==> src/rtl/core/mtgrm_pkg.sv <==
package mtgrm_pkg;

   // item codes carried in the low bits of req_tuser
   localparam logic [1:0] FUNC_MIX  = 2'd0;
   localparam logic [1:0] FUNC_SET  = 2'd1;
   localparam logic [1:0] FUNC_RAMP = 2'd2;
   localparam logic [1:0] FUNC_END  = 2'd3;

   // register map: register index is paddr[2]
   localparam int          CSR_ADDR_W      = 3;
   localparam logic        REG_RAMP_FRAMES = 1'b0;
   localparam logic [15:0] RAMP_FRAMES_RST = 16'd1024;

   localparam int DVD_W = 31;   // |target delta| in 16.16, 15 integer bits
   localparam int DVS_W = 16;   // ramp_frames

   localparam logic [14:0] GAIN_UNITY = 15'd4096;

   typedef struct packed {
      logic [31:0] now;    // 16.16 running gain
      logic [31:0] step;   // 16.16 ramp step
      logic [14:0] tgt;    // 4.12 target gain
   } entry_type;

   localparam entry_type ENTRY_RESET = '{now: 32'h1000_0000, step: 32'd0, tgt: GAIN_UNITY};

   // 4.12 gain as 16.16
   function automatic logic [31:0] to_q16(input logic [14:0] g);
      return {1'b0, g, 16'd0};
   endfunction

   // shift right 12 and clamp to 16 bits
   function automatic logic [15:0] sat16(input logic [31:0] acc);
      logic [19:0] h;
      h = acc[31:12];
      if (!h[19] && (|h[18:15])) return 16'h7FFF;
      if (h[19] && !(&h[18:15])) return 16'h8000;
      return h[15:0];
   endfunction

endpackage

==> src/rtl/core/mtgrm_div.sv <==
module mtgrm_div import mtgrm_pkg::*; (
   input  logic             clock,
   input  logic             reset,
   input  logic             start,
   input  logic [DVD_W-1:0] dividend,
   input  logic [DVS_W-1:0] divisor,
   output logic             done,
   output logic [DVD_W-1:0] quotient
);

   localparam int CNT_W = $clog2(DVD_W);
   localparam logic [CNT_W-1:0] CNT_LAST = CNT_W'(DVD_W - 1);

   logic             busy_ff, busy_in;
   logic             done_ff, done_in;
   logic [CNT_W-1:0] cnt_ff, cnt_in;
   logic [DVS_W-1:0] rem_ff, rem_in;
   logic [DVD_W-1:0] quo_ff, quo_in;
   logic [DVS_W-1:0] dvs_ff, dvs_in;

   logic [DVS_W:0] rem_sh;
   logic [DVS_W:0] trial;

   assign rem_sh = {rem_ff, quo_ff[DVD_W-1]};
   assign trial  = rem_sh - {1'b0, dvs_ff};

   always_comb begin
      busy_in = busy_ff;
      done_in = 1'b0;
      cnt_in  = cnt_ff;
      rem_in  = rem_ff;
      quo_in  = quo_ff;
      dvs_in  = dvs_ff;
      if (start) begin
         busy_in = 1'b1;
         cnt_in  = '0;
         rem_in  = '0;
         quo_in  = dividend;
         dvs_in  = divisor;
      end else if (busy_ff) begin
         // restoring step: one quotient bit a cycle
         if (!trial[DVS_W]) begin
            rem_in = trial[DVS_W-1:0];
            quo_in = {quo_ff[DVD_W-2:0], 1'b1};
         end else begin
            rem_in = rem_sh[DVS_W-1:0];
            quo_in = {quo_ff[DVD_W-2:0], 1'b0};
         end
         cnt_in = cnt_ff + 1'b1;
         if (cnt_ff == CNT_LAST) begin
            busy_in = 1'b0;
            done_in = 1'b1;
         end
      end
   end

   always_ff @(posedge clock) begin
      if (reset) begin
         busy_ff <= 1'b0;
         done_ff <= 1'b0;
         cnt_ff  <= '0;
      end else begin
         busy_ff <= busy_in;
         done_ff <= done_in;
         cnt_ff  <= cnt_in;
      end
      rem_ff <= rem_in;
      quo_ff <= quo_in;
      dvs_ff <= dvs_in;
   end

   assign done     = done_ff;
   assign quotient = quo_ff;

endmodule
==> config.mk <==
export PLATFORM = sky130hd
export DESIGN_NAME = mtgrm_div
export DESIGN_NICKNAME = d
export VERILOG_FILES = /design/src/rtl/core/mtgrm_pkg.sv /design/src/rtl/core/mtgrm_div.sv
export SDC_FILE = /design/constraint.sdc
export NUM_CORES = 1
export LEC_CHECK = 0
export BUFFER_PORTS_ARGS = -buffer_cell sky130_fd_sc_hd__buf_4
export CAP_MARGIN = 20
export CELL_PAD_IN_SITES_DETAIL_PLACEMENT = 0
export CELL_PAD_IN_SITES_GLOBAL_PLACEMENT = 1
export CORE_UTILIZATION = 39
export DETAILED_ROUTE_END_ITERATION = 7
export PLACE_DENSITY = 0.76
export SLEW_MARGIN = 15
export SYNTH_ARGS = -nofsm -noshare
export SYNTH_HDL_FRONTEND = slang
export SYNTH_SLANG_ARGS = --single-unit
==> constraint.sdc <==
create_clock -name clock -period 2.57 [get_ports clock]
set_clock_uncertainty 0.15 [all_clocks]
set_input_delay 0.1285 -clock clock [delete_from_list [all_inputs] [get_ports clock]]
set_output_delay 0.1285 -clock clock [all_outputs]
set_load 0.1 [all_outputs]
Word level (Yosys, flattened, before mapping)
Index checks and enable logic that the tools add are counted.
- $add $sub $neg: 2
- eq/ne operators: 1
- muxes and demuxes: 8
- bitwise logic cells: 1
- reductions and logical operators: 3
- operators with widths (operator ; number):
    2-to-1 mux 31 bit ; 2
    subtractor 17 x 16 -> 17 bit ; 1
    2-to-1 mux 16 bit ; 1
    adder 5 x 1 -> 5 bit, second input constant ; 1
    == test 5 bit, second input constant ; 1
    2-to-1 mux 1 bit ; 5
    OR reduction 3 bit ; 1
    nonzero test 2 bit ; 1
    OR reduction 2 bit ; 1
    inverter 1 bit ; 1
- bits in registers: 70
- bits of input ports: 50
- output and inout port bits: 32
- word-level logic and storage cells: 21

Longest topological paths before layout
- depth in word-level cells: 4
- gate-level depth with buffers: 11
- depth with buffers taken out: 9

Worst setup path after synthesis
OpenSTA, ideal clock, no wires.
- path type: reg2reg
- start point: reg quo_ff[30], in the netlist quotient[30]
- end point: reg quo_ff[0], in the netlist quotient[0], data pin
- setup time: 0.260 ns
- arrival time: 2.838 ns
- required time: 2.160 ns
- slack: -0.678 ns
- cell stages (with the launch flop): 10
- path buffers: 0
- period minus slack after synthesis: 3.248 ns
- cells stage by stage: edfxtp_1 > inv_1 > ha_1 > fa_1 > nor2b_4 > o31a_1 > o211ai_4 > nand3_1 > nand2_2 > mux2_2
- cells in the longest elaborated chain, start to end: 4
- ends and longest elaborated chain (item ; RTL line ; RTL):
    from (decl) ; mtgrm_div.sv:18 ; logic [DVD_W-1:0] quo_ff, quo_in;
    from (signal assigned) ; mtgrm_div.sv:68 ; quo_ff <= quo_in;
    subtractor 17 x 16 -> 17 bit ; mtgrm_div.sv:25 ; assign trial = rem_sh - {1'b0, dvs_ff};
    2-to-1 mux 1 bit ; mtgrm_div.sv:42 ; if (!trial[DVS_W]) begin
    2-to-1 mux 31 bit ; mtgrm_div.sv:40 ; end else if (busy_ff) begin
    2-to-1 mux 31 bit ; mtgrm_div.sv:34 ; if (start) begin
    net quo_in[0] ; mtgrm_div.sv:18 ;
The timed path passes the listed nets, and every way through them passes these cells. The select of a mux whose other input is x is not followed.
A chain may end at the register's enable or synchronous reset.

Final worst setup path
- start point: reg dvs_ff[0]
- end point: reg rem_ff[10]
- cells in the longest elaborated chain, start to end: 2
- ends and longest elaborated chain (item ; RTL line ; RTL):
    from (decl) ; mtgrm_div.sv:19 ; logic [DVS_W-1:0] dvs_ff, dvs_in;
    from (signal assigned) ; mtgrm_div.sv:69 ; dvs_ff <= dvs_in;
    subtractor 17 x 16 -> 17 bit ; mtgrm_div.sv:25 ;
    2-to-1 mux 16 bit ; mtgrm_div.sv:42 ;
    to (signal assigned) ; mtgrm_div.sv:67 ; rem_ff <= rem_in;
    to (decl) ; mtgrm_div.sv:17 ; logic [DVS_W-1:0] rem_ff, rem_in;
Every way passes these cells.

==> metrics.md <==
| Metric | Value |
|---|---|
| Die width | `101 um` |
| Startpoint types | `flip-flop` |
| Synth area leaders | `edfxtp_1 37%, dfxtp_1 12%, mux2_2 9.1%, ha_1 5.9%, nor2_1 2.4%` |
| Final max-slew violation count | `0` |
| CTS H-tree depth | `3` |
| Clk sinks | `70` |
| Crit path required time | `2.65 ns` |
| Post-synth EDFFs | `47` |
| Crit Path Category | `reg -> reg` |
| Period utilisation layout | `101%` |
| HP Class | `in -> reg` |
| Mapped Nets | `415` |
| Top post-synthesis cells by count | `47 x edfxtp_1, 31 x mux2_2, 25 x nor2_1` |
| Share of post-route cells with drive strength above 1 | `33.9%` |
| Antenna-violating nets left | `0` |
| GR Overflow Total | `0` |
| Dpl ws | `-0.0836 ns` |
| Total track usage | `19.3%` |
| Crit path max fanout | `15` |
| Number of buffers added on ports | `81` |
| Yosys Warn Count | `0` |
| Final hold violations | `0` |
| Final Instance Count excl. Fillers | `625` |
| Final setup fails | `3` |
| Reg2reg path depth | `9` |
| Leak Pwr | `2.32 nW` |
| CTS tree | `yes` |
| Peak VDD IR | `0.000406 V` |
| Die ar. | `10300 um^2` |
| Placement Cell Area | `4660 um^2` |
| Diodes inserted | `0` |
| Die Height | `101 um` |
| Most used DFF post-synth | `edfxtp_1` |
| CP cell instances | `ha_4 -> fa_2 -> nor2b_4 -> o31a_1 -> o211ai_4 -> and3_4 -> buf_4 -> o41ai_2 -> a31oi_1` |
| Dominant cell type by area after synthesis | `edfxtp_1` |
| Via density | `5.08` |
| Routed WL | `9.40 mm` |
| Async S/R FF share, synth | `0%` |
| Most numerous cell in the Yosys netlist | `edfxtp_1` |
| Worst setup EP type | `flip-flop` |
| # IOs | `82` |
| First-pass iteration count of the detailed router | `4` |
| Placed Cells | `553` |
| CTS max path bufs | `2` |
| Cell variety after synth | `64` |
| Design Area, Final | `5440 um^2` |
| Power, Total | `0.00325 W` |
| Routability cong. | `0.814` |
| Core area | `9420 um^2` |
| Filler cells | `803` |
| Cts bufs inserted | `9` |
| Slew @ Worst Pin | `0.727 ns` |
| Via count | `3177` |
| HPWL after DPL | `6.55 mm` |
| WHS Path Cells | `1` |
| Slew HR | `51.4%` |
| Residual DRC | `0` |
| Vias in the first global route | `3101` |
| Met2 usage | `31.6%` |
| CTS root buffer | `clkbuf_8` |
| P per Cell Area | `598 nW/um^2` |
| Status | `finished, violations left` |
| Violated checks | `setup timing` |
| Seq/Total Area, Yosys | `48.7%` |
| Detailed-route wire length per cell | `15.0 um` |
| Worst path max stage delay | `0.41 ns` |
| Met1 usage | `25.5%` |
| Fin crit period | `2.60 ns` |
| Initial antenna violation count | `0` |
| Clock-pin slew on the worst setup and hold paths | `0.08 ns` |
| Post-synthesis sequential element count | `70` |
| # rows | `35` |
| Cells after Synth | `346` |
| Initial Util | `40.9%` |
| Synth top area share | `36.7%` |
| Most Crowded Layer GR | `met2` |
| NumNets Final | `560` |
| Synthesized area per cell | `11.1 um^2` |
| Max-cap viol count | `0` |
| Clk_lat worst skew | `0.35 ns` |
| Cell area after synthesis | `3850 um^2` |
| RSZ-0062 raised after global routing | `true` |
| Crit-path slowest cell | `edfxtp_1` |
| Worst setup margin | `-0.0270 ns` |
| Fmax | `385 MHz` |
| Area grow syn2layout | `41.3%` |
| First-pass GRT wire length | `15.3 mm` |
| Starting DRT DRC Count | `130` |
| Largest net degree at the start of global routing | `32` |
| Critical path arrival | `2.67 ns` |
| Met3 Track Usage GR | `4.69%` |
-- through the flow --
stage / hold slack, ns / util (%) / setup TNS, ns
6_report: 0.0716 / 57.7 / -0.0332
3_3_place_gp: 0.150 / 49.5 / -0.0763
2_1_floorplan: 0.0509 / - / -8.03
4_1_cts: 0.0699 / 56.7 / -0.0213
3_5_place_dp: 0.155 / 49.5 / -0.0894
5_1_grt: 0.0846 / 57.7 / -1.23
-- cells by family after synthesis --
| logic type | share of synthesized area, % |
|---|---|
| flip-flops | 48.7 |
| AO/OA/AOI/OAI | 16.6 |
| buffers and inverters | 4.68 |
| XOR/XNOR | 2.96 |
| multiplexers | 9.59 |
| AND/OR/NAND/NOR | 11.2 |
| adder cells (fa/ha/maj) | 6.37 |
-- worst paths after layout --
path,startpoint,end,slack (ns)
hold / removal,start,dvs_ff[8],0.07
setup / recovery,dvs_ff[0],rem_ff[10],-0.03
setup reg to reg,dvs_ff[0],rem_ff[10],-0.03
hold reg to reg,rem_ff[15],rem_ff[15],0.36
-- flip-flops by register name, indices dropped and copies added, names as in the netlist --
register,cells
busy_ff,1
done,1
dvs_ff,16
rem_ff,16
quotient,31
cnt_ff,5
-- critical path, delay by kind of cell (launching register included) --
kind                       cells  cell delay [ns]
adders and majority gates      2             0.56
AOI/OAI and AO/OA              4             0.83
DFF                            1             0.41
buffers and inverters          1             0.15
and+or+nand+nor                2             0.38
-- placed cells by master, fill, tap and decap left out, types with 3 or more instances in the layout --
cell type      instances
o21bai_1               3
nor3_1                 6
xor2_1                 7
clkbuf_8               9
xnor2_1                6
inv_1                 21
nand2_1               23
buf_4                104
a21o_1                 6
nand3_1                5
a21oi_1               13
ha_1                  17
mux2_2                31
edfxtp_1              47
nand4_1                4
dlygate4sd3_1         48
a31oi_1                3
o21ai_0               14
o311a_1                3
o211ai_1               8
nand2b_1               5
a311oi_1               3
nor2_1                25
dfxtp_1               23
-- power by group --
group / total, W / switching, W / internal, W
clock: 0.000886 / 0.000419 / 0.000467
sequential: 0.00136 / 0.0000538 / 0.00131
combinational: 0.00100 / 0.000656 / 0.000347
total: 0.00325 / 0.00113 / 0.00212
-- metal layers --
metal / share of wire, % / vias to the layer above
li1: - / 1580
met1: 46 / 1515
met2: 48 / 73
met3: 5.4 / 9
met4: 1.0 / 0
met5: 0 / -
-- final cells by class --
type	instances	area (um^2)	area share [%]
Clock buffer	12	178	3.27
Clock inverter	4	26.3	0.483
Inverter	22	82.6	1.52
Multi-Input combinational cell	235	1840	33.9
Sequential cell	70	1870	34.4
Tap cell	129	161	2.97
Timing Repair Buffer	153	1270	23.4
-- what timing repair did --
action,CTS,global route
endpoints found under the setup margin,6,16
hold buffers,48,0
setup buffers,0,8
gates resized for setup,1,6
pin swaps,2,13
endpoints found under the hold margin,54,0
Note: power is estimated with default switching activity, not from simulation.
